`src/rtl/lut3d_interpolator_macros.svh`:
```
// Assertion macros shared by the lut3d_interpolator RTL.
// Users must have clk and arst_n in scope; no other dependencies.
`ifndef LUT3D_INTERPOLATOR_MACROS_SVH
`define LUT3D_INTERPOLATOR_MACROS_SVH

// Same-cycle implication, checked outside reset.
`define LUT3D_ASSERT_IMP(lbl, ante, cons, msg) \
	lbl: assert property (@(posedge clk) disable iff (!arst_n) (ante) |-> (cons)) \
		else $error(msg);

// Next-cycle implication, checked outside reset.
`define LUT3D_ASSERT_NEXT(lbl, ante, cons, msg) \
	lbl: assert property (@(posedge clk) disable iff (!arst_n) (ante) |=> (cons)) \
		else $error(msg);

`endif

```
`src/rtl/lut3d_pkg.sv`:
```
// Shared types and constants for the 3D LUT interpolator.
// No dependencies; used by every module of the block.
`timescale 1ns / 1ps

package lut3d_pkg;

	localparam int MAX_GRID_DEF = 33;
	localparam int CW           = 7;   // cell index / node coordinate width
	localparam int FW           = 17;  // fraction width, 0..65536
	localparam int EW           = 20;  // node channel width, signed Q3.16
	localparam int QDEPTH       = 4;   // front-to-back queue depth

	localparam logic [FW-1:0] FRAC_ONE = 17'h10000;

	// Tetrahedron: order in which the axes are walked from corner 000 to 111.
	typedef enum logic [2:0] {
		TET_RGB,
		TET_RBG,
		TET_BRG,
		TET_BGR,
		TET_GBR,
		TET_GRB
	} tetra_t;

	typedef enum logic [1:0] {
		REG_MODE,
		REG_GRID_R,
		REG_GRID_G,
		REG_GRID_B
	} reg_idx_t;

	// One queued work item: a node load or a located pixel.
	typedef struct packed {
		logic          load;
		logic [CW-1:0] r;
		logic [CW-1:0] g;
		logic [CW-1:0] b;
		logic [FW-1:0] fr;
		logic [FW-1:0] fg;
		logic [FW-1:0] fb;
		tetra_t        tet;
		logic [EW-1:0] er;
		logic [EW-1:0] eg;
		logic [EW-1:0] eb;
	} item_t;

endpackage

```
`src/rtl/lut3d_front.sv`:
```
// Front end: clamps and scales pixel channels to cell index and fraction,
// picks the tetrahedron, and filters node loads. Depends on lut3d_pkg.
`timescale 1ns / 1ps

module lut3d_front #(
	parameter int MAX_GRID = lut3d_pkg::MAX_GRID_DEF
) (
	input  logic                func,
	input  logic signed [17:0]  pix_red,
	input  logic signed [17:0]  pix_green,
	input  logic signed [17:0]  pix_blue,
	input  logic [5:0]          node_red,
	input  logic [5:0]          node_green,
	input  logic [5:0]          node_blue,
	input  logic [19:0]         entry_red,
	input  logic [19:0]         entry_green,
	input  logic [19:0]         entry_blue,
	input  logic [5:0]          grid_red,
	input  logic [5:0]          grid_green,
	input  logic [5:0]          grid_blue,
	output lut3d_pkg::item_t    item,
	output logic                keep
);

	localparam int CW = lut3d_pkg::CW;
	localparam int FW = lut3d_pkg::FW;
	localparam logic [CW-1:0] MAX_GRID_C = CW'(MAX_GRID);

	typedef struct packed {
		logic [CW-1:0] idx;
		logic [FW-1:0] frac;
	} loc_t;

	function automatic logic [CW-1:0] size_m1(input logic [5:0] g);
		logic [CW-1:0] gz;
		gz = CW'(g);
		if (gz < CW'(2)) gz = CW'(2);
		else if (gz > MAX_GRID_C) gz = MAX_GRID_C;
		return gz - CW'(1);
	endfunction

	function automatic loc_t locate(input logic signed [17:0] x, input logic [CW-1:0] szm1);
		logic [FW-1:0]    cx;
		logic [FW+CW-1:0] pos;
		logic [CW:0]      ir;
		loc_t             l;
		if (x < 18'sd0) cx = '0;
		else if (x > 18'sd65536) cx = lut3d_pkg::FRAC_ONE;
		else cx = x[FW-1:0];
		pos = (FW+CW)'(cx) * (FW+CW)'(szm1);
		ir  = pos[FW+CW-1:16];
		// top edge: fall back to the last cell with a full fraction
		if (ir >= (CW+1)'(szm1)) begin
			l.idx  = szm1 - CW'(1);
			l.frac = lut3d_pkg::FRAC_ONE;
		end else begin
			l.idx  = ir[CW-1:0];
			l.frac = {1'b0, pos[15:0]};
		end
		return l;
	endfunction

	loc_t             loc_r, loc_g, loc_b;
	lut3d_pkg::tetra_t tet;
	logic             in_store;

	always_comb begin
		loc_r = locate(pix_red,   size_m1(grid_red));
		loc_g = locate(pix_green, size_m1(grid_green));
		loc_b = locate(pix_blue,  size_m1(grid_blue));
	end

	always_comb begin
		if (loc_r.frac > loc_g.frac) begin
			if (loc_g.frac > loc_b.frac) tet = lut3d_pkg::TET_RGB;
			else if (loc_r.frac > loc_b.frac) tet = lut3d_pkg::TET_RBG;
			else tet = lut3d_pkg::TET_BRG;
		end else begin
			if (loc_b.frac > loc_g.frac) tet = lut3d_pkg::TET_BGR;
			else if (loc_b.frac > loc_r.frac) tet = lut3d_pkg::TET_GBR;
			else tet = lut3d_pkg::TET_GRB;
		end
	end

	assign in_store = (CW'(node_red) < MAX_GRID_C) && (CW'(node_green) < MAX_GRID_C)
		&& (CW'(node_blue) < MAX_GRID_C);

	// drop loads that land outside the store
	assign keep = func || in_store;

	always_comb begin
		item.load = !func;
		item.r    = func ? loc_r.idx : CW'(node_red);
		item.g    = func ? loc_g.idx : CW'(node_green);
		item.b    = func ? loc_b.idx : CW'(node_blue);
		item.fr   = loc_r.frac;
		item.fg   = loc_g.frac;
		item.fb   = loc_b.frac;
		item.tet  = tet;
		item.er   = entry_red;
		item.eg   = entry_green;
		item.eb   = entry_blue;
	end

endmodule

```
`config.mk`:
```
export PLATFORM = sky130hd
export DESIGN_NAME = lut3d_front
export DESIGN_NICKNAME = d
export VERILOG_FILES = /design/src/rtl/lut3d_interpolator_macros.svh /design/src/rtl/lut3d_pkg.sv /design/src/rtl/lut3d_front.sv
export SDC_FILE = /design/constraint.sdc
export NUM_CORES = 1
export LEC_CHECK = 0
export ABC_AREA = 1
export BUFFER_PORTS_ARGS = -buffer_cell sky130_fd_sc_hd__buf_2
export CAP_MARGIN = 20
export CORE_MARGIN = 1.5
export CORE_UTILIZATION = 51
export DETAILED_ROUTE_END_ITERATION = 12
export GPL_TIMING_DRIVEN = 0
export PLACE_DENSITY = 0.74
export SYNTH_ARGS = -nofsm -noshare
export SYNTH_HDL_FRONTEND = slang
export SYNTH_SLANG_ARGS = --single-unit
```
`constraint.sdc`:
```
create_clock -name vclk -period 11.2
set_input_delay 0.56 -clock vclk [all_inputs]
set_output_delay 0.56 -clock vclk [all_outputs]
set_load 0.03 [all_outputs]
```
=== Word level (Yosys, flattened, before mapping) ===
Cells that the tools add are included.
W data, S select, Z words.

* Register bits after elaboration: 0
* Output and inout bits: 137
* Word-level logic and storage cells: 59

* Add/sub/neg operators: 6
* $mul: 3
* $lt $le $gt $ge: 23
* Muxes and demuxes: 23
* Reductions and logical operators: 4

{| class="wikitable"
|+ Operators with widths
! kind !! count
|-
| $mux W17 || 6
|-
| $gt A17 B17 Y1 || 5
|-
| $mul A17 B7 Y24 || 3
|-
| $mux W24 || 3
|-
| $gt A18 B18 Y1 const B || 3
|-
| $lt A18 B1 Y1 const B || 3
|-
| $sub A7 B1 Y7 const B || 6
|-
| $mux W6 || 6
|-
| $ge A8 B7 Y1 || 3
|-
| $mux W7 || 3
|-
| $gt A6 B6 Y1 const B || 3
|-
| $lt A6 B2 Y1 const B || 3
|-
| $lt A6 B6 Y1 const B || 3
|-
| $mux W3 || 2
|-
| $mux W2 || 2
|-
| $logic_and A1 B1 Y1 || 2
|-
| $logic_not A1 Y1 || 1
|-
| $logic_or A1 B1 Y1 || 1
|-
| $mux W1 || 1
|}

=== Depth between registers and ports, before layout ===
Gate-level depths: netlist of the first run.

* Word-level depth: 11
* Gate-level depth with buffers: 56

=== Worst setup path before layout of the first run ===
OpenSTA, ideal clock, no wires.

* Path type: input port to output port
* From: in grid_blue[1]
* To: out item[61] (netlist bit)
* Data arrival time: 8.583 ns
* Required time: 10.640 ns
* Path slack: 2.057 ns
* Cell stages on the path: 54
* Path buffers: 3
* Path through: nor2_2 nand3_1 nand2_2 nand2_2 nand2_4 clkbuf_1 ha_1 inv_1 nand3_1 nand2_1 inv_1 buf_2 nor2_1 fa_1 inv_1 fa_1 inv_1 fa_1 [... 18 more ...] nand2_1 nand3_1 nand2_1 inv_1 nand2_4 buf_2 nor2_1 ha_1 inv_1 o31ai_1 nand2_1 nand2_1 nand2_1 nand3_1 nand2_1 nand2_1 inv_1 nor2_1

{| class="wikitable"
|+ RTL lines
! element !! RTL line !! text
|-
| start, declared || lut3d_front.sv:20 || <nowiki>input logic [5:0] grid_blue,</nowiki>
|-
| end, declared || lut3d_front.sv:21 || <nowiki>output lut3d_pkg::item_t item,</nowiki>
|}

==> flow_summary_export.csv, run 1 <==
group,metric,value,unit
floorplan,fp-row-count,64,
global_routing,grt_start_max_net_pins,13,
global_routing,grt_pass1_wl,81100,um
setup_path,path_buf_inv,14,
hold_path,hold_end,"item[3]",
placed_design,dp_slack,0.428,ns
setup_path,setup.worst_path.class,"in -> out",
detailed_routing,wl_per_cell,16.1,um
cells_and_area,multiInputGateArea,0.0135,sq mm
synthesis,synth_area_leader_cell,"fa_1",
synthesis,synthTopCellsByArea,"fa_1 28%, ha_1 16%, nand2_1 13%, inv_1 12%, nor2_1 8.5%",
detailed_routing,drt-initial-drc-count,1169,
synthesis,yosysTopAreaCellShare,0.277,
floorplan,core_area,0.0308,sq mm
placed_design,detailed_place.area,0.0178,sq mm
sta,fin_ws,0.729,ns
synthesis,synth_adder_area_share,0.436,
setup_path,cp-end-kind,"primary output",
hold_path,hp-start,"entry_blue[3]",
clocking,cts_hold_buffers,0,
cells_and_area,nClkBuffers,0,
synthesis,ys_types,48,
cells_and_area,seq_area,0,sq um
global_routing,grt_usage,0.310,
cells_and_area,fin_area,0.0178,sq mm
synthesis,yosys-mux-area-fraction,0,
hold_path,hp-class,"in -> out",
floorplan,start_util,0.521,
cells_and_area,area_delta_synth_final,11.0,%
synthesis,yosys.area_share.simple,0.308,
cells_and_area,fillCellCount,3129,
power_and_ir_drop,power_density,116,mW/mm^2
sta,finalMaxSlewViolations,0,
setup_path,worstSetupStartpointType,"input port",
detailed_routing,drcViolationCount,0,
setup_path,slowest_delay,0.53,ns
sta,holdWs,1.37,ns
synthesis,netlist_instances,2446,
power_and_ir_drop,power,2060,uW
setup_path,worst-path-max-fanout,20,
sta,rsz0062_at_grt,"false",
synthesis,synth_common_cells,"540 x nand2_1, 523 x inv_1, 364 x nor2_1",
sta,setup_tns,0,ns
global_routing,gr-total-overflow,0,
sta,timing.fmax,95.5,MHz
sta,hold_viol,0,
run_status,status,"completed",
synthesis,synth_most_common_cell,"nand2_1",
setup_path,crit_top_cell,"nand2_1",
detailed_routing,vias_per_cell,5.30,
power_and_ir_drop,leakagePower,0.0106,uW
detailed_routing,wl,49900,um
synthesis,ys_seq_area_frac,0,
setup_path,crit_family,"adder cells",
cells_and_area,seq_cells,0,
detailed_routing,vias,16449,
global_routing,grt_pass1_vias,16190,
setup_path,cp.arrival,9.91,ns
setup_path,cp.required,10.64,ns
cells_and_area,drive_above_1_share,0.140,
cells_and_area,fin_nets,3287,
global_routing,antenna_found_initial,0,
cells_and_area,diodes,0,
power_and_ir_drop,irDropWorstVdd,0.0954,mV
sta,period_needed,10.47,ns
floorplan,die_width,180,um
floorplan,dieHeight,180,um
sta,slew_headroom,0.417,
flow_run,max_cap_violations,0,
synthesis,syn-cell-area,0.0161,sq mm
synthesis,synth-xor-area-share,0.0255,
placed_design,dp_hpwl,44600,um
synthesis,synth_compound_area_frac,0.0626,
placed_design,gp_congestion,1.00,
clocking,post_cts_buffers,0,
sta,worst_pin_slew,0.874,ns
synthesis,synth_top_family_by_area,"adder cells",
floorplan,die-area,0.0326,sq mm
setup_path,slowest_stage,"fa_1",
placed_design,portBuffers,228,
floorplan,io_pins,288,
synthesis,synth_area_per_cell,6.57,sq um
sta,period_share,0.935,
detailed_routing,first_pass_iters,6,
synthesis,ys_warn_count,0,
detailed_routing,ant_nets,0,
hold_path,hold_depth,2,
sta,setup_viol,0,
==> per-stage QoR <==
stage / instances / util
global route: 3103 / 0.578
floorplan: 2480 / -
CTS: 3104 / 0.578
detailed placement: 3104 / 0.578
finish: 3103 / 0.578
global placement: 3104 / 0.578
==> cell families after synthesis <==
logic type                 Yosys count
and+or+nand+nor                   1155
adders and majority gates          427
xor gates and xnor gates            45
buffers and inverters              633
AOI/OAI and AO/OA                  184
other                                2
==> layout by cell type, fill, tap and decap left out, drive strengths merged, types with 4 or more instances in the layout <==
cell type,Yosys,layout
o21ai,58,58
nand2,560,560
nand4,50,50
xnor2,23,23
a31oi,4,4
ha,205,205
buf,86,314
nor3,19,19
clkbuf,12,11
a21o,11,11
o21bai,6,6
conb,2,36
nor2,387,387
fa,222,222
inv,534,534
xor2,22,22
nand3,106,106
nor4,14,14
nand3b,10,10
a21oi,95,95
==> layer usage <==
layer,vias to the layer above,global-route usage,routed length (um)
met1,7672,0.421,21400
met2,749,0.521,22600
met5,-,0,0
li1,7921,-,-
met4,0,0.107,2000
met3,107,0.0220,3870
==> power by group <==
part           switching (uW)  internal (uW)  leakage (uW)
Combinational            1410            657        0.0106
Clock                       0              0             0
Sequential                  0              0             0
==> how the worst max path moves through the flow <==
| stage | from | end | slack, ns | cells after the start |
|---|---|---|---|---|
| CTS | grid_blue[1] | item[61] | 0.35 | 54 |
| global route | grid_blue[2] | item[61] | 0.07 | 53 |
| global placement | grid_blue[1] | item[61] | 0.52 | 54 |
| floorplan | grid_blue[1] | item[61] | 2.06 | 54 |
| finish | grid_blue[4] | item[61] | 0.73 | 53 |
| detailed placement | grid_blue[1] | item[61] | 0.43 | 54 |
==> repair_timing <==
item / in CTS / in global routing
endpoints found under the hold margin: 0 / 0
endpoints found under the setup margin: 0 / 3
gates resized for setup: 0 / 1
==> cell type report <==
type,instances,area share
multi-input cells,1847,0.758
inverters,535,0.113
well taps,396,0.0278
repair buffers,228,0.0640
plain buffers,97,0.0378
No activity file was read; power rests on OpenSTA's default activity.
==> run 2, diff against run 1 <==
Settings changed: MAX_ROUTING_LAYER from default to met4.
Clock period 11.2 ns to 10.7 ns, I/O delays scaled along.
==> flow_summary_export.csv, run 2 (synthesized netlist as in run 1, its figures left out) <==
group,metric,value,unit
run_status,status,"completed",
placed_design,dp_hpwl,45500,um
floorplan,die-area,0.0326,sq mm
setup_path,slowest_delay,0.54,ns
sta,period_share,0.938,
floorplan,fp-row-count,64,
cells_and_area,fillCellCount,3125,
setup_path,worstSetupStartpointType,"input port",
setup_path,setup.worst_path.class,"in -> out",
power_and_ir_drop,irDropWorstVdd,0.106,mV
power_and_ir_drop,power.switching,1490,uW
power_and_ir_drop,seqPwrFrac,0,
cells_and_area,seq_area,0,sq um
global_routing,grt_pass1_vias,16012,
sta,holdWs,1.32,ns
cells_and_area,fin_nets,3288,
cells_and_area,area_delta_synth_final,11.3,%
sta,period_needed,10.04,ns
power_and_ir_drop,power_density,122,mW/mm^2
setup_path,slowest_stage,"fa_1",
detailed_routing,drt-initial-drc-count,1394,
sta,finalMaxSlewViolations,0,
cells_and_area,nClkBuffers,0,
detailed_routing,first_pass_iters,6,
global_routing,grt_pass1_wl,81900,um
sta,setup_viol,0,
global_routing,antenna_found_initial,0,
cells_and_area,fin_area,0.0179,sq mm
floorplan,dieHeight,180,um
global_routing,grt_usage,0.323,
power_and_ir_drop,internal_power,693,uW
global_routing,gr-total-overflow,0,
power_and_ir_drop,leakagePower,0.0106,uW
sta,hold_viol,0,
setup_path,crit_top_cell,"nand2_1",
detailed_routing,wl,50900,um
setup_path,cp.depth,53,
cells_and_area,seq_cells,0,
detailed_routing,drcViolationCount,0,
sta,timing.fmax,99.6,MHz
power_and_ir_drop,power.clock.fraction,0,
power_and_ir_drop,switching_share,0.683,
hold_path,hold_depth,2,
global_routing,grt_start_max_net_pins,21,
cells_and_area,final_cell_mix,"540 x nand2_1, 521 x inv_1, 357 x nor2_1, 243 x buf_2, 222 x fa_1",
floorplan,die_width,180,um
detailed_routing,vias_per_cell,5.33,
setup_path,cp-end-kind,"primary output",
sta,worst_pin_slew,0.912,ns
setup_path,worst-path-max-fanout,10,
setup_path,cp.arrival,9.50,ns
setup_path,crit_family,"adder cells",
sta,rsz0062_at_grt,"false",
floorplan,core_area,0.0308,sq mm
setup_path,cp.required,10.17,ns
detailed_routing,vias,16532,
detailed_routing,ant_nets,0,
hold_path,hp-class,"in -> out",
sta,slew_headroom,0.392,
sta,setup_tns,0,ns
flow_run,max_cap_violations,0,
cells_and_area,drive_above_1_share,0.145,
power_and_ir_drop,p_comb_frac,1.000,
floorplan,io_pins,288,
placed_design,detailed_place.area,0.0178,sq mm
cells_and_area,diodes,0,
placed_design,portBuffers,228,
cells_and_area,final_common_cell,"nand2_1",
placed_design,gp_congestion,1.01,
detailed_routing,wl_per_cell,16.4,um
setup_path,path_buf_inv,13,
floorplan,start_util,0.521,
run 2: cell count changes in the layout (fill, tap and decap cells not counted), sizes merged:
cell	previous run	this run
buf	314	315
clkinvlp	0	1
inv	534	533
run 2: path summary, 6_finish.rpt:
kind	end	start	slack [ns]
setup / recovery	item[61]	grid_green[2]	0.66
hold / removal	item[3]	entry_blue[3]	1.32
run 2: per-layer routing:
layer	GRT usage	part of all wire	up-vias
li1	-	-	7926
met1	0.431	0.43	7751
met2	0.526	0.46	761
met3	0.0297	0.077	94
met4	0.0857	0.033	0
met5	-	0	-
run 2: stage by stage:
| stage | power [uW] | setup slack (ns) | util | instances |
|---|---|---|---|---|
| finish | 2190 | 0.664 | 0.580 | 3104 |
| global route | 2410 | 0.0845 | 0.580 | 3104 |
| CTS | 2150 | 0.347 | 0.578 | 3103 |
| detailed placement | 2130 | -0.0693 | 0.578 | 3104 |
| global placement | 2090 | -0.0481 | 0.578 | 3104 |
| floorplan | 1530 | 1.61 | - | 2480 |
run 2: area by class of cell:
class                           instances  area [sq um]  share of cell area
Multi-Input combinational cell       1847         13500               0.758
Inverter                              535          2010               0.112
Timing Repair Buffer                  230          1160              0.0646
Buffer                                 96           673              0.0376
Tap cell                              396           495              0.0277
run 2: power groups by stage:
| stage | sequential, uW | combinational [uW] | clock [uW] |
|---|---|---|---|
| 2_1_floorplan | 0 | 1530 | 0 |
| 3_3_place_gp | 0 | 2090 | 0 |
| 3_5_place_dp | 0 | 2130 | 0 |
| 4_1_cts | 0 | 2150 | 0 |
| 5_1_grt | 0 | 2410 | 0 |
| 6_report | 0 | 2190 | 0 |
run 2: what timing repair did:
item	in CTS	in global routing
pin swaps	0	0
resized for setup	0	15
setup buffers	0	2
setup endpoints to repair	3	3
hold buffers	0	0
