`config.mk`:
```
export PLATFORM = sky130hd
export DESIGN_NAME = lut3d_queue
export DESIGN_NICKNAME = d
export VERILOG_FILES = /design/src/rtl/lut3d_pkg.sv /design/src/rtl/lut3d_queue.sv
export VERILOG_INCLUDE_DIRS = /design/src /design/src/rtl
export SDC_FILE = /design/constraint.sdc
export NUM_CORES = 1
export LEC_CHECK = 0
export CORE_MARGIN = 3
export CORE_UTILIZATION = 67
export DETAILED_ROUTE_END_ITERATION = 8
export DONT_BUFFER_PORTS = 1
export GPL_TIMING_DRIVEN = 0
export HOLD_SLACK_MARGIN = 0.03
export PLACE_DENSITY = 0.82
export SYNTH_ARGS = -nofsm -noshare
export SYNTH_HDL_FRONTEND = slang
export SYNTH_SLANG_ARGS = --single-unit
```
`constraint.sdc`:
```
create_clock -name clk -period 10.28 [get_ports clk]
set_clock_uncertainty 0.15 [all_clocks]
set_input_delay 1.028 -clock clk [delete_from_list [all_inputs] [get_ports clk]]
set_output_delay 1.028 -clock clk [all_outputs]
set_load 0.005 [all_outputs]
```
`src/rtl/lut3d_interpolator_macros.svh`:
```
// Assertion macros shared by the lut3d_interpolator RTL.
// Users must have clk and arst_n in scope; no other dependencies.
`ifndef LUT3D_INTERPOLATOR_MACROS_SVH
`define LUT3D_INTERPOLATOR_MACROS_SVH

// Same-cycle implication, checked outside reset.
`define LUT3D_ASSERT_IMP(lbl, ante, cons, msg) \
	lbl: assert property (@(posedge clk) disable iff (!arst_n) (ante) |-> (cons)) \
		else $error(msg);

// Next-cycle implication, checked outside reset.
`define LUT3D_ASSERT_NEXT(lbl, ante, cons, msg) \
	lbl: assert property (@(posedge clk) disable iff (!arst_n) (ante) |=> (cons)) \
		else $error(msg);

`endif

```
`src/rtl/lut3d_pkg.sv`:
```
// Shared types and constants for the 3D LUT interpolator.
// No dependencies; used by every module of the block.
`timescale 1ns / 1ps

package lut3d_pkg;

	localparam int MAX_GRID_DEF = 33;
	localparam int CW           = 7;   // cell index / node coordinate width
	localparam int FW           = 17;  // fraction width, 0..65536
	localparam int EW           = 20;  // node channel width, signed Q3.16
	localparam int QDEPTH       = 4;   // front-to-back queue depth

	localparam logic [FW-1:0] FRAC_ONE = 17'h10000;

	// Tetrahedron: order in which the axes are walked from corner 000 to 111.
	typedef enum logic [2:0] {
		TET_RGB,
		TET_RBG,
		TET_BRG,
		TET_BGR,
		TET_GBR,
		TET_GRB
	} tetra_t;

	typedef enum logic [1:0] {
		REG_MODE,
		REG_GRID_R,
		REG_GRID_G,
		REG_GRID_B
	} reg_idx_t;

	// One queued work item: a node load or a located pixel.
	typedef struct packed {
		logic          load;
		logic [CW-1:0] r;
		logic [CW-1:0] g;
		logic [CW-1:0] b;
		logic [FW-1:0] fr;
		logic [FW-1:0] fg;
		logic [FW-1:0] fb;
		tetra_t        tet;
		logic [EW-1:0] er;
		logic [EW-1:0] eg;
		logic [EW-1:0] eb;
	} item_t;

endpackage

```
`src/rtl/lut3d_queue.sv`:
```
// Short queue between front and back end; lets either side stall alone.
// Depends on lut3d_pkg and lut3d_interpolator_macros.svh.
`timescale 1ns / 1ps
`include "lut3d_interpolator_macros.svh"

module lut3d_queue (
	input  logic             clk,
	input  logic             arst_n,
	input  logic             push,
	input  lut3d_pkg::item_t din,
	input  logic             pop,
	output lut3d_pkg::item_t head,
	output logic             head_valid,
	output logic             full
);

	localparam int DEPTH = lut3d_pkg::QDEPTH;
	localparam int PTRW  = $clog2(DEPTH);
	localparam int CNTW  = $clog2(DEPTH + 1);

	lut3d_pkg::item_t  slots_q [DEPTH];
	logic [PTRW-1:0]   wr_ptr_q, rd_ptr_q;
	logic [CNTW-1:0]   count_q;

	assign head       = slots_q[rd_ptr_q];
	assign head_valid = count_q != '0;
	assign full       = count_q == CNTW'(DEPTH);

	always_ff @(posedge clk) begin
		if (push) slots_q[wr_ptr_q] <= din;
	end

	always_ff @(posedge clk or negedge arst_n) begin
		if (!arst_n) begin
			wr_ptr_q <= '0;
			rd_ptr_q <= '0;
			count_q  <= '0;
		end else begin
			if (push) wr_ptr_q <= wr_ptr_q + PTRW'(1);
			if (pop) rd_ptr_q <= rd_ptr_q + PTRW'(1);
			if (push && !pop) count_q <= count_q + CNTW'(1);
			else if (pop && !push) count_q <= count_q - CNTW'(1);
		end
	end

	`LUT3D_ASSERT_IMP(a_pop_nonempty, pop, head_valid, "pop from empty queue")
	`LUT3D_ASSERT_IMP(a_no_push_full, push, !full, "push into full queue")
	`LUT3D_ASSERT_NEXT(a_push_counts, push && !pop, count_q == $past(count_q) + CNTW'(1), "push lost")

endmodule

```
=== Word level (Yosys, flattened, before mapping) ===
Memories as Yosys holds them, arrays and structs flattened.
Cells that the tools add are included.

* Register bits: 7
* Bits in writable memories: 544
* Input port bits: 140
* Output and inout port bits: 138
* Memories: 1

* Add/subtract/negate cells: 4
* Equality and inequality tests: 1
* Multiplexer cells: 4
* Reductions and logical operators: 6

{| class="wikitable"
|+ Memories
! memory !! words !! bits a word !! read ports !! clocked after memory_dff !! wr ports !! RTL line !! RTL
|-
| slots_q || 4 || 136 || 1 || 0 || 1 || lut3d_queue.sv:21 || <nowiki>lut3d_pkg::item_t slots_q [DEPTH];</nowiki>
|}

{| class="wikitable"
|+ Operators with widths
! operator !! number
|-
| 2-to-1 mux 3 bit || 2
|-
| adder 2 x 1 -> 2 bit (second input constant) || 2
|-
| adder 3 x 1 -> 3 bit (second input constant) || 1
|-
| equality test 3 bit (second input constant) || 1
|-
| nonzero test 3 bit || 1
|-
| subtractor 3 x 1 -> 3 bit (second input constant) || 1
|-
| logical AND 1 bit || 2
|-
| logical NOT 1 bit || 2
|-
| 2-to-1 mux 1 bit || 2
|-
| nonzero test 2 bit || 1
|}

=== Logic depth before layout (Yosys ltp) ===
Gate-level depths: netlist (run 1).

* Depth in word-level cells: 4
* Depth in mapped cells: 7
* Depth with buffers taken out: 7

=== Worst setup path before layout (run 1) ===
Ideal clock, no wire load.

* Kind: input-to-reg
* Start: in push
* End: mem slots_q[1][0] (netlist name) (enable)
* Setup time: 0.511 ns
* Arrival: 4.139 ns
* Data required time: 9.619 ns
* Slack: 5.480 ns
* Stages on the path: 1
* Cell sequence: and2_1

* Longest elaborated chain between the ends: 2

{| class="wikitable"
|+ RTL lines
! item !! RTL line !! RTL
|-
| start: declaration || lut3d_queue.sv:9 || <nowiki>input logic push,</nowiki>
|-
| 2-to-1 mux 1 bit || lut3d_queue.sv:30 || <nowiki>if (push) slots_q[wr_ptr_q] <= din;</nowiki>
|-
| 2-to-1 mux 1 bit (implied by the code) || lut3d_queue.sv:30 ||
|-
| end: declaration || lut3d_queue.sv:21 ||
|}

Every way passes these cells.

==> out/results.txt, run 1 <==
Initial Utilization: 69.04%
Pwr dens: 289.6 mW/mm^2
Total DRC errors in the routed layout: 0
Core Box Area: 0.02917 mm^2
Total cell area at the placement stage: 0.02085 mm^2
Number of synthesized register bits: 551
Count of port buffers added during placement: 0
Critical Path Source Type: flip-flop
CP bufs+invs: 2
Share of layout cells above drive strength 1: 28.89%
Register-to-Register Setup Slack: 8.09 ns
Highest clock rate: 288.9 MHz
Top-area cell type share of the netlist area: 81.12%
Worst setup path category: reg2out
Remaining global-route overflow: 0
Routed WL: 40520 um
Root buffer cell: sky130_fd_sc_hd__clkbuf_16
Final Slew Violations: 0
Nature of the critical path endpoint: output port
Clk buf depth: 3
Cell count after synthesis: 745
Post-route design area: 0.02245 mm^2
Maximum number of pins on one net before global-route repair: 58
Startpoint of the worst hold path: count_q[2]
Worst slew margin relative to its limit: 52.70%
Mean instance size in the synthesized netlist: 27.03 um^2
Max incr delay on CP: 0.59 ns
Worst min-delay path class: reg2reg
# H-tree levels: 2
Latest clock arrival within the worst-skew pair: 0.54 ns
Endpoint required time on the critical path: 9.10 ns
Slew at the pin with the worst max-slew slack: 0.7095 ns
Ordered list of cells on the worst path: buf_2 -> clkbuf_1 -> mux4_2
Yosys cell types: 20
CP max stage cell: sky130_fd_sc_hd__clkbuf_1
Portion of the clock cycle consumed by the worst path in the final layout: 33.67%
Unrepaired setup endpoints after global routing: no
Max-cap violations: 0
Capturing point of the worst reg2reg path: slots_q[1][63]
CTS tree: done
Total die area: 0.03217 mm^2
# nets final: 952
Vias: 8255
Clock transition at path regs: 0.06 ns
Length of the first detailed-routing pass in iterations: 5
Die H: 179.4 um
Number of setup violations in the final report: 0
Cell count after placement: 1137
Hold-critical path depth: 1
Number of nets still failing antenna checks after routing: 0
Placer Congestion: 0.7214
Area growth from synthesis to layout: 11.48%
Number of standard cells in the final layout excluding fillers: 1232
Worst voltage drop across the vdd grid: 0.2240 mV
Detailed-route wire length per cell: 32.89 um
Cell types with the largest area share after synthesis: sky130_fd_sc_hd__edfxtp_1 (81%), sky130_fd_sc_hd__mux4_2 (15%), sky130_fd_sc_hd__buf_12 (1.1%), sky130_fd_sc_hd__dfrtp_1 (0.87%), sky130_fd_sc_hd__buf_2 (0.35%)
Cts bufs inserted: 50
First-pass GRT wire length: 58970 um
Register area share after synthesis: 81.99%
Post-DR vias/cell: 6.700
Cell Rows: 62
Worst Path Arrival: 2.28 ns
Number of inserted diodes: 0
Post-detailed-placement half-perimeter wirelength: 24440 um
Worst r2r src: wr_ptr_q[1]
Die W: 179.4 um
I/O pin count: 278
Final period demand of the worst path: 3.461 ns
Area of the mapped netlist: 0.02014 mm^2
Antenna violations before repair: 0
Dominant delay contributor by cell family on the critical path: buffers and inverters
Total GRT Usage: 25.64%
Hold Path End: count_q[2]
Number of sinks driven by the clock tree: 551
Status: finished, final reports clean
Worst-case reg-to-reg path depth: 4
Via count of the first global-routing pass: 8836
Post-synthesis net count: 891
Final sum of negative setup slack: 0 ns
Yosys warnings: 0
Overall power of the completed layout: 6.502 mW
Final core area utilization: 76.96%
Largest fanout on the critical path: 10
Drt first-iter violations: 873
Static leakage power: 7.122 nW
Buffer count from post-CTS setup fixing: 0
Largest area contributor in the netlist: sky130_fd_sc_hd__edfxtp_1
Hold violation total from the final report: 0
[registers in the layout (all words and copies together) (netlist names)]
signal	cells
slots_q	544
rd_ptr_q	2
count_q	3
wr_ptr_q	2
[per-layer routing]
metal | global-route usage, % | vias up | routed length (um)
li1 | - | 3354 | -
met1 | 32.20 | 4347 | 13890
met2 | 43.18 | 484 | 20860
met3 | 9.840 | 70 | 4842
met4 | 6.282 | 0 | 927
met5 | 0 | - | 0
[area by class of cell]
cell class | instances | area [um^2]
multi-input combinational | 159 | 3274
buffer | 31 | 346.6
clock buffer | 74 | 1425
sequential | 551 | 16510
timing repair buffer | 9 | 230.2
inverter | 4 | 15.01
clock inverter | 20 | 166.4
tap | 384 | 480.5
fill | 1413 | 6719
[through the flow]
stage,hold slack [ns],setup WS [ns]
after detailed placement,0.3314,7.464
after floorplan,0.2991,5.480
after global routing,0.3875,6.767
after CTS,0.3891,6.787
final,0.3840,6.819
after global placement,0.3190,3.651
[synthesized netlist by cell type (all sizes together)]
cell	number
edfxtp	544
mux4	136
buf	30
dfrtp	7
ha	5
and2	4
inv	4
xor2	4
nand2	2
xnor2	2
clkbuf	1
fa	1
mux2	1
nor2	1
nor3b	1
o21ai	1
or3	1
[kinds of logic (layout without fill, tap and decap cells)]
group	after synthesis	in the layout	share of synthesized area, %
flip-flops	551	551	81.99
multiplexers	137	137	15.27
buffers and inverters	35	138	1.796
AND/OR/NAND/NOR	9	9	0.2485
adder cells (fa/ha/maj)	6	6	0.4101
XOR/XNOR	6	6	0.2610
AO/OA/AOI/OAI	1	1	0.02483
[cell usage in the layout (no fill, tap or decap), types with 5 or more instances in the layout]
cell                          n
sky130_fd_sc_hd__edfxtp_1   544
sky130_fd_sc_hd__mux4_2     136
sky130_fd_sc_hd__clkbuf_16   53
sky130_fd_sc_hd__clkbuf_1    20
sky130_fd_sc_hd__buf_2       14
sky130_fd_sc_hd__buf_12      11
sky130_fd_sc_hd__clkinv_1     9
sky130_fd_sc_hd__buf_16       8
sky130_fd_sc_hd__clkinv_2     7
sky130_fd_sc_hd__dfrtp_1      7
sky130_fd_sc_hd__ha_1         5
[worst max-delay path by stage]
stage                      from              to  slack (ns)  cells after the start
finish              rd_ptr_q[1]        head[13]        6.82                      3
global route        rd_ptr_q[1]        head[13]        6.77                      3
CTS                 rd_ptr_q[1]        head[13]        6.79                      3
detailed placement  rd_ptr_q[1]        head[13]        7.46                      3
global placement           push  slots_q[1][65]        3.65                      1
floorplan                  push   slots_q[1][0]        5.48                      1
[worst reg2reg max path: cells and delay by family, from the launching register on]
family	cells	cell delay, ns
simple gates	1	0.52
buf+inv	2	0.51
fa+ha+maj	1	0.20
flops	1	0.43
[what timing repair did]
action                                 in CTS  in global routing
setup endpoints to repair                   0                  0
resized for setup                           0                  0
endpoints found under the hold margin       7                  0
hold buffers                                1                  0
[power by group]
| group | internal (mW) | total [mW] | switching [mW] |
|---|---|---|---|
| Sequential | 2.94 | 3.06 | 0.127 |
| Combinational | 0.753 | 1.66 | 0.904 |
| Clock | 1.03 | 1.78 | 0.746 |
Power figures use the tool's default switching activity.
==> run 2: changes to the inputs <==
--- a/config.mk
+++ b/config.mk
@@ -6,13 +6,14 @@
 export SDC_FILE = /design/constraint.sdc
 export NUM_CORES = 1
 export LEC_CHECK = 0
+export ABC_AREA = 1
 export CORE_MARGIN = 3
-export CORE_UTILIZATION = 67
+export CORE_UTILIZATION = 63
 export DETAILED_ROUTE_END_ITERATION = 8
 export DONT_BUFFER_PORTS = 1
 export GPL_TIMING_DRIVEN = 0
 export HOLD_SLACK_MARGIN = 0.03
-export PLACE_DENSITY = 0.82
+export PLACE_DENSITY = 0.78
 export SYNTH_ARGS = -nofsm -noshare
 export SYNTH_HDL_FRONTEND = slang
 export SYNTH_SLANG_ARGS = --single-unit
==> constraint.sdc (replaced) <==
create_clock -name clk -period 3.2 [get_ports clk]
set_clock_uncertainty 0.15 [all_clocks]
set_input_delay 0.32 -clock clk [delete_from_list [all_inputs] [get_ports clk]]
set_output_delay 0.32 -clock clk [all_outputs]
set_load 0.005 [all_outputs]
==> run 2 against run 1 <==
Critical path depth is 4 higher. Largest cell class unchanged. Clock-buffer cell count is 14 lower. Clock power grew to 3.3 times the previous value. Via count is 63% higher. First-iteration DRC count is 28% higher.
==> out/results.txt, run 2 <==
Status: finished, final reports clean (unchanged)
Antenna violations before repair: 4 (was 0)
Post-synthesis share of cell area spent on full adders, half adders and majority gates: 0.3719% (was 0.4101%)
Startpoint of the worst hold path: din[109] (was count_q[2])
Hold Path End: slots_q[1][109] (was count_q[2])
Worst slew margin relative to its limit: 56.89% (was 52.70%)
Maximum number of pins on one net before global-route repair: 37 (was 58)
Share of layout cells above drive strength 1: 10.20% (was 28.89%)
Placer Congestion: 0.7709 (was 0.7214)
Worst voltage drop across the vdd grid: 0.7246 mV (was 0.2240 mV)
Static leakage power: 10.08 nW (was 7.122 nW)
Area of the mapped netlist: 0.02221 mm^2 (was 0.02014 mm^2)
Hold violation total from the final report: 0 (unchanged)
Register-to-Register Setup Slack: 0.74 ns (was 8.09 ns)
Cell types with the largest area share after synthesis: sky130_fd_sc_hd__edfxtp_1 (74%), sky130_fd_sc_hd__o211ai_1 (9.2%), sky130_fd_sc_hd__nand2_1 (7.1%), sky130_fd_sc_hd__inv_1 (4.8%), sky130_fd_sc_hd__buf_6 (2.6%) (was sky130_fd_sc_hd__edfxtp_1 (81%), sky130_fd_sc_hd__mux4_2 (15%), sky130_fd_sc_hd__buf_12 (1.1%), sky130_fd_sc_hd__dfrtp_1 (0.87%), sky130_fd_sc_hd__buf_2 (0.35%))
Yosys cell types: 20 (unchanged)
Post-DR vias/cell: 5.743 (was 6.700)
Library cell with the highest instance count after synthesis: sky130_fd_sc_hd__edfxtp_1 (unchanged)
Largest area contributor in the netlist: sky130_fd_sc_hd__edfxtp_1 (unchanged)
Post-synthesis net count: 1782 (was 891)
Complex-gate fraction of the synthesized area: 9.240% (was 0.02485%)
Worst Path Arrival: 2.63 ns (was 2.28 ns)
Pwr dens: 902.9 mW/mm^2 (was 289.6 mW/mm^2)
Final period demand of the worst path: 2.526 ns
Cell count after placement: 2108 (was 1137)
Length of the first detailed-routing pass in iterations: 5 (unchanged)
Remaining global-route overflow: 0 (unchanged)
Endpoint required time on the critical path: 3.31 ns (was 9.10 ns)
# H-tree levels: 2 (unchanged)
Number of standard cells in the final layout excluding fillers: 2342 (was 1232)
Number of flip-flops under the largest register name: 544 (unchanged)
Simple-gate share of the synthesized area: 7.223% (was 0.2485%)
Cell count after synthesis: 1636 (was 745)
Count of flip-flops with a built-in enable after synthesis: 544 (unchanged)
Critical Path Source Type: primary input (was flip-flop)
Commonest cells after routing, fill and taps aside: sky130_fd_sc_hd__edfxtp_1 (544), sky130_fd_sc_hd__nand2_1 (418), sky130_fd_sc_hd__inv_1 (279), sky130_fd_sc_hd__o211ai_1 (271), sky130_fd_sc_hd__dlygate4sd3_1 (140) (was sky130_fd_sc_hd__edfxtp_1 (544), sky130_fd_sc_hd__mux4_2 (136), sky130_fd_sc_hd__clkbuf_16 (53), sky130_fd_sc_hd__clkbuf_1 (20), sky130_fd_sc_hd__buf_2 (14))
Ranking of synthesized cells by instance count: sky130_fd_sc_hd__edfxtp_1 (544), sky130_fd_sc_hd__nand2_1 (422), sky130_fd_sc_hd__inv_1 (284) (was sky130_fd_sc_hd__edfxtp_1 (544), sky130_fd_sc_hd__mux4_2 (136), sky130_fd_sc_hd__buf_2 (14))
Slew at the pin with the worst max-slew slack: 0.6453 ns (was 0.7095 ns)
Count of filler cells inserted in the layout: 1954 (was 1413)
Worst setup path category: in2reg (was reg2out)
Final Slew Violations: 0 (unchanged)
Worst Hold Margin: 0.2962 ns (was 0.3840 ns)
Most frequently used flop master after synthesis: sky130_fd_sc_hd__edfxtp_1 (unchanged)
Highest clock rate: 395.8 MHz
Number of nets still failing antenna checks after routing: 0 (unchanged)
Capturing point of the worst reg2reg path: slots_q[0][74] (was slots_q[1][63])
Mean instance size in the synthesized netlist: 13.57 um^2 (was 27.03 um^2)
Combinational family with the most area after synthesis: compound AO/OA/AOI/OAI gates (was multiplexers)
Post-CTS Resized: 0 (unchanged)
Worst slack, placed: 0.6745 ns (was 7.464 ns)
Total GRT Usage: 27.27% (was 25.64%)
Smallest setup slack after layout: 0.6737 ns (was 6.819 ns)
Xor/xnor share of the synthesized area: 0.1578% (was 0.2610%)
Worst min-delay path class: in2reg (was reg2reg)
Core Box Area: 0.03463 mm^2 (was 0.02917 mm^2)
Mux cell area share after synthesis: 0% (was 15.27%)
Area growth from synthesis to layout: 17.79% (was 11.48%)
Cell Rows: 68 (was 62)
I/O pin count: 278 (unchanged)
First-pass GRT wire length: 79030 um (was 58970 um)
Area taken by flip-flops and latches: 0.01651 mm^2 (unchanged)
Proportion of register bits with asynchronous set or reset after synthesis: 1.270% (unchanged)
Clk buf depth: 3 (unchanged)
Nature of the critical path endpoint: flip-flop (was output port)
Count of port buffers added during placement: 0 (unchanged)
Portion of the clock cycle consumed by the worst path in the final layout: 78.95%
Multi-input combinational cell area: 0.003794 mm^2 (was 0.003274 mm^2)
Post-route design area: 0.02616 mm^2 (was 0.02245 mm^2)
Latest clock arrival within the worst-skew pair: 0.57 ns (was 0.54 ns)
Final sum of negative setup slack: 0 ns (unchanged)
Post-detailed-placement half-perimeter wirelength: 30660 um (was 24440 um)
Number of sinks driven by the clock tree: 551 (unchanged)
Most common cell after layout, fill and taps aside: sky130_fd_sc_hd__edfxtp_1 (unchanged)
Largest fanout on the critical path: 33 (was 10)
Total die area: 0.03754 mm^2 (was 0.03217 mm^2)
Worst r2r src: wr_ptr_q[1] (unchanged)
Total DRC errors in the routed layout: 0 (unchanged)
Number of setup violations in the final report: 0 (unchanged)
Die H: 193.7 um (was 179.4 um)
Overall power of the completed layout: 23.62 mW (was 6.502 mW)
Worst-case reg-to-reg path depth: 7 (was 4)
Register area share after synthesis: 74.35% (was 81.99%)
Clock transition at path regs: 0.06 ns (about the same)
Vias: 13450 (was 8255)
Yosys warnings: 0 (unchanged)
# nets final: 1993 (was 952)
Unrepaired setup endpoints after global routing: no (unchanged)
Hold-critical path depth: 1 (unchanged)
CTS tree: done (unchanged)
Total cell area at the placement stage: 0.02315 mm^2 (was 0.02085 mm^2)
Max-cap violations: 0 (unchanged)
Number of synthesized register bits: 551 (unchanged)
Detailed-route wire length per cell: 21.96 um (was 32.89 um)
Root buffer cell: sky130_fd_sc_hd__clkbuf_16 (unchanged)
Final core area utilization: 75.54% (was 76.96%)
Top-area cell type share of the netlist area: 73.56% (was 81.12%)
Largest register by flop count: slots_q (unchanged)
Routed WL: 51440 um (was 40520 um)
Via count of the first global-routing pass: 13640 (was 8836)
Cts bufs inserted: 52 (was 50)
Registers with the most flip-flops: slots_q (544), count_q (3) (unchanged)
Initial Utilization: 64.13% (was 69.04%)
Drt first-iter violations: 1117 (was 873)
Die W: 193.7 um (was 179.4 um)
[run 2: cell count changes after synthesis, sizes merged, moves of 4 or more]
cell / change
o211ai: +272
and2: -4
nand2: +420
mux4: -136
buf: +55
inv: +280
clkbuf: +6
[run 2: what timing repair did]
| action | in CTS | in global routing |
|---|---|---|
| buffers inserted | 0 | 0 |
| hold buffers | 140 | 0 |
| endpoints found under the hold margin | 558 | 0 |
[run 2: final cells by class]
type	instances	share of cell area [%]
Inverter	284	4.133
Timing Repair Buffer	157	6.658
Clock buffer	60	5.171
Tap cell	455	2.176
Sequential cell	551	63.12
Buffer	92	3.272
Multi-Input combinational cell	709	14.50
Antenna cell	4	0.03827
Clock inverter	30	0.9280
[run 2: logic make-up (layout without fill, tap and decap cells)]
kind of cell    Yosys count  after routing
simple gates            426            426
flops                   551            551
xor+xnor                  4              4
other cells               0              4
buf+inv                 376            623
compound gates          273            273
fa+ha+maj                 6              6
[run 2: how the worst max path moves through the flow]
stage                startpoint        endpoint  slack, ns  cells after the start
floorplan           wr_ptr_q[0]   slots_q[0][0]      -0.03                      4
global placement    wr_ptr_q[0]  slots_q[1][70]      -1.78                      3
detailed placement         push  slots_q[0][70]       0.67                      6
CTS                        push  slots_q[0][78]       0.68                      7
global route               push  slots_q[0][78]       0.55                      7
finish                     push  slots_q[3][66]       0.67                      7
[run 2: where the power goes]
| group | switching [mW] | internal [mW] |
|---|---|---|
| clock network | 2.51 | 3.33 |
| registers | 0.323 | 9.42 |
| logic | 5.40 | 2.63 |
| total | 8.23 | 15.4 |
[run 2: per-layer routing]
| layer | wire length [um] | track usage (%) | share of wire, % | vias to the layer above |
|---|---|---|---|---|
| met5 | 21 | 0 | 0.041 | - |
| met4 | 1269 | 8.197 | 2.5 | 4 |
| met3 | 4445 | 6.586 | 8.6 | 96 |
| met2 | 25940 | 45.95 | 50 | 633 |
| met1 | 19760 | 35.80 | 38 | 6587 |
| li1 | - | - | - | 6131 |
[run 2: worst max-delay path: stages]
cell	delay [ns]
sky130_fd_sc_hd__dlygate4sd3_1	0.58
sky130_fd_sc_hd__clkbuf_1	0.37
sky130_fd_sc_hd__nand2_2	0.12
sky130_fd_sc_hd__clkinvlp_4	0.46
sky130_fd_sc_hd__buf_12	0.28
sky130_fd_sc_hd__buf_12	0.22
sky130_fd_sc_hd__buf_12	0.25
==> run 3: changes to the inputs <==
--- a/config.mk
+++ b/config.mk
@@ -8,12 +8,12 @@
 export LEC_CHECK = 0
 export ABC_AREA = 1
 export CORE_MARGIN = 3
-export CORE_UTILIZATION = 63
+export CORE_UTILIZATION = 57
 export DETAILED_ROUTE_END_ITERATION = 8
 export DONT_BUFFER_PORTS = 1
 export GPL_TIMING_DRIVEN = 0
 export HOLD_SLACK_MARGIN = 0.03
-export PLACE_DENSITY = 0.78
+export PLACE_DENSITY = 0.74
 export SYNTH_ARGS = -nofsm -noshare
 export SYNTH_HDL_FRONTEND = slang
 export SYNTH_SLANG_ARGS = --single-unit
==> constraint.sdc (replaced) <==
create_clock -name clk -period 2.3 [get_ports clk]
set_clock_uncertainty 0.15 [all_clocks]
set_input_delay 0.23 -clock clk [delete_from_list [all_inputs] [get_ports clk]]
set_output_delay 0.23 -clock clk [all_outputs]
set_load 0.005 [all_outputs]
==> run 3 against run 2 <==
Design area rose by 0.95%. Worst setup slack got worse by 0.59 ns. Die area rose by 10%. Combinational power rose by 41%. Clock power rose by 48%. Register-to-register slack got worse by 0.60 ns. Non-clock buffer count rose by 1. Sequential share of layout area fell by 0.59 points. Final cell count rose by 2.5%. Critical path type is now reg2out. Critical endpoint is now head[23]. Highest routed layer unchanged. Wire length rose by 0.67%.
==> out/results.txt, run 3 (synthesized netlist as in run 2, its figures left out) <==
Status: finished, final reports clean (unchanged)
Grt peak-use layer: met2 (unchanged)
Worst setup path category: reg2out (was in2reg)
Most common cell after layout, fill and taps aside: sky130_fd_sc_hd__edfxtp_1 (unchanged)
Count of filler cells inserted in the layout: 2476 (was 1954)
Share of layout cells above drive strength 1: 10.59% (was 10.20%)
Number of setup violations in the final report: 0 (unchanged)
Portion of the clock cycle consumed by the worst path in the final layout: 96.53%
Endpoint required time on the critical path: 1.92 ns (was 3.31 ns)
Unrepaired setup endpoints after global routing: yes (was no)
Root buffer cell: sky130_fd_sc_hd__clkbuf_16 (unchanged)
Total die area: 0.04136 mm^2 (was 0.03754 mm^2)
Register-to-Register Setup Slack: 0.14 ns (was 0.74 ns)
Cell Rows: 71 (was 68)
Latest clock arrival within the worst-skew pair: 0.58 ns (was 0.57 ns)
Post-DR vias/cell: 5.533 (was 5.743)
Commonest cells after routing, fill and taps aside: sky130_fd_sc_hd__edfxtp_1 (544), sky130_fd_sc_hd__nand2_1 (418), sky130_fd_sc_hd__inv_1 (279), sky130_fd_sc_hd__o211ai_1 (271), sky130_fd_sc_hd__dlygate4sd3_1 (140) (unchanged)
Worst voltage drop across the vdd grid: 0.8391 mV (was 0.7246 mV)
Final Slew Violations: 0 (unchanged)
Hold violation total from the final report: 0 (unchanged)
Net switching power figure: 11.52 mW (was 8.234 mW)
Length of the first detailed-routing pass in iterations: 5 (unchanged)
Worst slew margin relative to its limit: 60.58% (was 56.89%)
Total GRT Usage: 24.82% (was 27.27%)
Number of sinks driven by the clock tree: 551 (unchanged)
Clock transition at path regs: 0.06 ns (about the same)
Registers with the most flip-flops: slots_q (544), count_q (3) (unchanged)
Routed WL: 51780 um (was 51440 um)
Post-route design area: 0.02641 mm^2 (was 0.02616 mm^2)
Pwr dens: 1268 mW/mm^2 (was 902.9 mW/mm^2)
Smallest setup slack after layout: 0.07985 ns (was 0.6737 ns)
Total cell area at the placement stage: 0.02321 mm^2 (was 0.02315 mm^2)
Final period demand of the worst path: 2.220 ns
First-pass GRT wire length: 78450 um (was 79030 um)
Clock share of power: 25.8% (was 24.7%)
Die H: 203.4 um (was 193.7 um)
Slew at the pin with the worst max-slew slack: 0.5901 ns (was 0.6453 ns)
Largest register by flop count: slots_q (unchanged)
Initial Utilization: 58.40% (was 64.13%)
Combinational share of power: 33.8% (was 34.0%)
Internal power summed over all cells: 21.97 mW (was 15.38 mW)
Remaining global-route overflow: 0 (unchanged)
Worst min-delay path class: in2reg (unchanged)
Hold Path End: slots_q[3][9] (was slots_q[1][109])
Total DRC errors in the routed layout: 0 (unchanged)
Nature of the critical path endpoint: output port (was flip-flop)
Vias: 13290 (was 13450)
Cell count after placement: 2163 (was 2108)
Count of port buffers added during placement: 0 (unchanged)
Capturing point of the worst reg2reg path: slots_q[0][74] (unchanged)
I/O pin count: 278 (unchanged)
Startpoint of the worst hold path: din[9] (was din[109])
Core Box Area: 0.03802 mm^2 (was 0.03463 mm^2)
Placer Congestion: 0.7616 (was 0.7709)
Via count of the first global-routing pass: 13470 (was 13640)
Worst-case reg-to-reg path depth: 6 (was 7)
Critical Path Source Type: flip-flop (was primary input)
Max-cap violations: 0 (unchanged)
Final core area utilization: 69.45% (was 75.54%)
Number of standard cells in the final layout excluding fillers: 2401 (was 2342)
Met2 layer usage reported by global route: 42.10% (was 45.95%)
CTS tree: done (unchanged)
Clk buf depth: 3 (unchanged)
Static leakage power: 10.15 nW (was 10.08 nW)
Number of nets still failing antenna checks after routing: 0 (unchanged)
Hold-critical path depth: 1 (unchanged)
# H-tree levels: 2 (unchanged)
Highest clock rate: 450.4 MHz
Launching element of the worst setup path: rd_ptr_q[1] (was push)
Worst slack, placed: -0.3650 ns (was 0.6745 ns)
Die W: 203.4 um (was 193.7 um)
# nets final: 1996 (was 1993)
Number of flip-flops under the largest register name: 544 (unchanged)
Fraction of power spent switching nets: 34.40% (was 34.87%)
Antenna violations before repair: 4 (unchanged)
Part of the power in registers: 40.4% (was 41.3%)
Worst Path Arrival: 1.84 ns (was 2.63 ns)
Post-detailed-placement half-perimeter wirelength: 31220 um (was 30660 um)
Met3 Usage GRT: 5.650% (was 6.586%)
Area growth from synthesis to layout: 18.91% (was 17.79%)
Cts bufs inserted: 52 (unchanged)
Detailed-route wire length per cell: 21.57 um (was 21.96 um)
Worst r2r src: wr_ptr_q[1] (unchanged)
Drt first-iter violations: 1056 (was 1117)
Largest fanout on the critical path: 10 (was 33)
GR Layer Usage met1: 32.29% (was 35.80%)
Maximum number of pins on one net before global-route repair: 37 (unchanged)
## run 3: worst max-delay path by stage
stage	endpoint	slack [ns]
after floorplan	slots_q[0][0]	-0.93
after global placement	slots_q[1][65]	-2.69
after detailed placement	slots_q[2][38]	-0.37
after CTS	head[34]	0.005
after global routing	head[107]	-0.005
final	head[23]	0.08
## run 3: metrics by stage
step | hold WS (ns) | power (mW) | TNS, ns
floorplan | -0.2156 | 20.98 | -502.09
global placement | -0.2154 | 24.36 | -1442.47
detailed placement | -0.2154 | 24.63 | -39.19
CTS | 0.1568 | 33.61 | 0
global route | 0.1857 | 35.17 | -0.01055
finish | 0.1993 | 33.49 | 0
## run 3: what timing repair did
action / 4_1_cts / 5_1_grt
resized for setup: 5 / 17
hold endpoints to repair: 558 / 0
setup buffers: 2 / 0
endpoints found under the setup margin: 361 / 119
cloned: 2 / 0
hold buffers: 140 / 0
## run 3: final cells by class
type	count	area (um^2)	area share, %
sequential	551	16510	62.53
inverter	284	1081	4.094
timing repair inverter	2	15.01	0.05686
timing repair buffer	158	1744	6.605
multi-input combinational	709	3794	14.37
tap	511	639.4	2.421
antenna	1	2.502	0.009477
clock inverter	30	349.1	1.322
buffer	92	905.9	3.431
clock buffer	63	1364	5.165
## run 3: metal layers
| metal | up-vias | routed length [um] |
|---|---|---|
| met4 | 6 | 1266 |
| met1 | 6497 | 20040 |
| li1 | 6134 | - |
| met3 | 82 | 4487 |
| met2 | 566 | 25960 |
| met5 | - | 34 |
## run 3: power by group through the flow
stage / Sequential, mW / Combinational [mW] / Clock (mW)
4_1_cts: 13.5 / 11.3 / 8.77
3_3_place_gp: 14.0 / 10.4 / 0
5_1_grt: 13.7 / 12.4 / 9.16
2_1_floorplan: 13.8 / 7.20 / 0
6_report: 13.5 / 11.3 / 8.65
3_5_place_dp: 13.7 / 10.9 / 0
## run 3: critical path, stage by stage, from the launching register on
cell and delay [ns]:
sky130_fd_sc_hd__dfrtp_1 0.40, sky130_fd_sc_hd__inv_1 0.09, sky130_fd_sc_hd__buf_6 0.21, sky130_fd_sc_hd__buf_2 0.29, sky130_fd_sc_hd__o211ai_1 0.13, sky130_fd_sc_hd__nand2_1 0.12
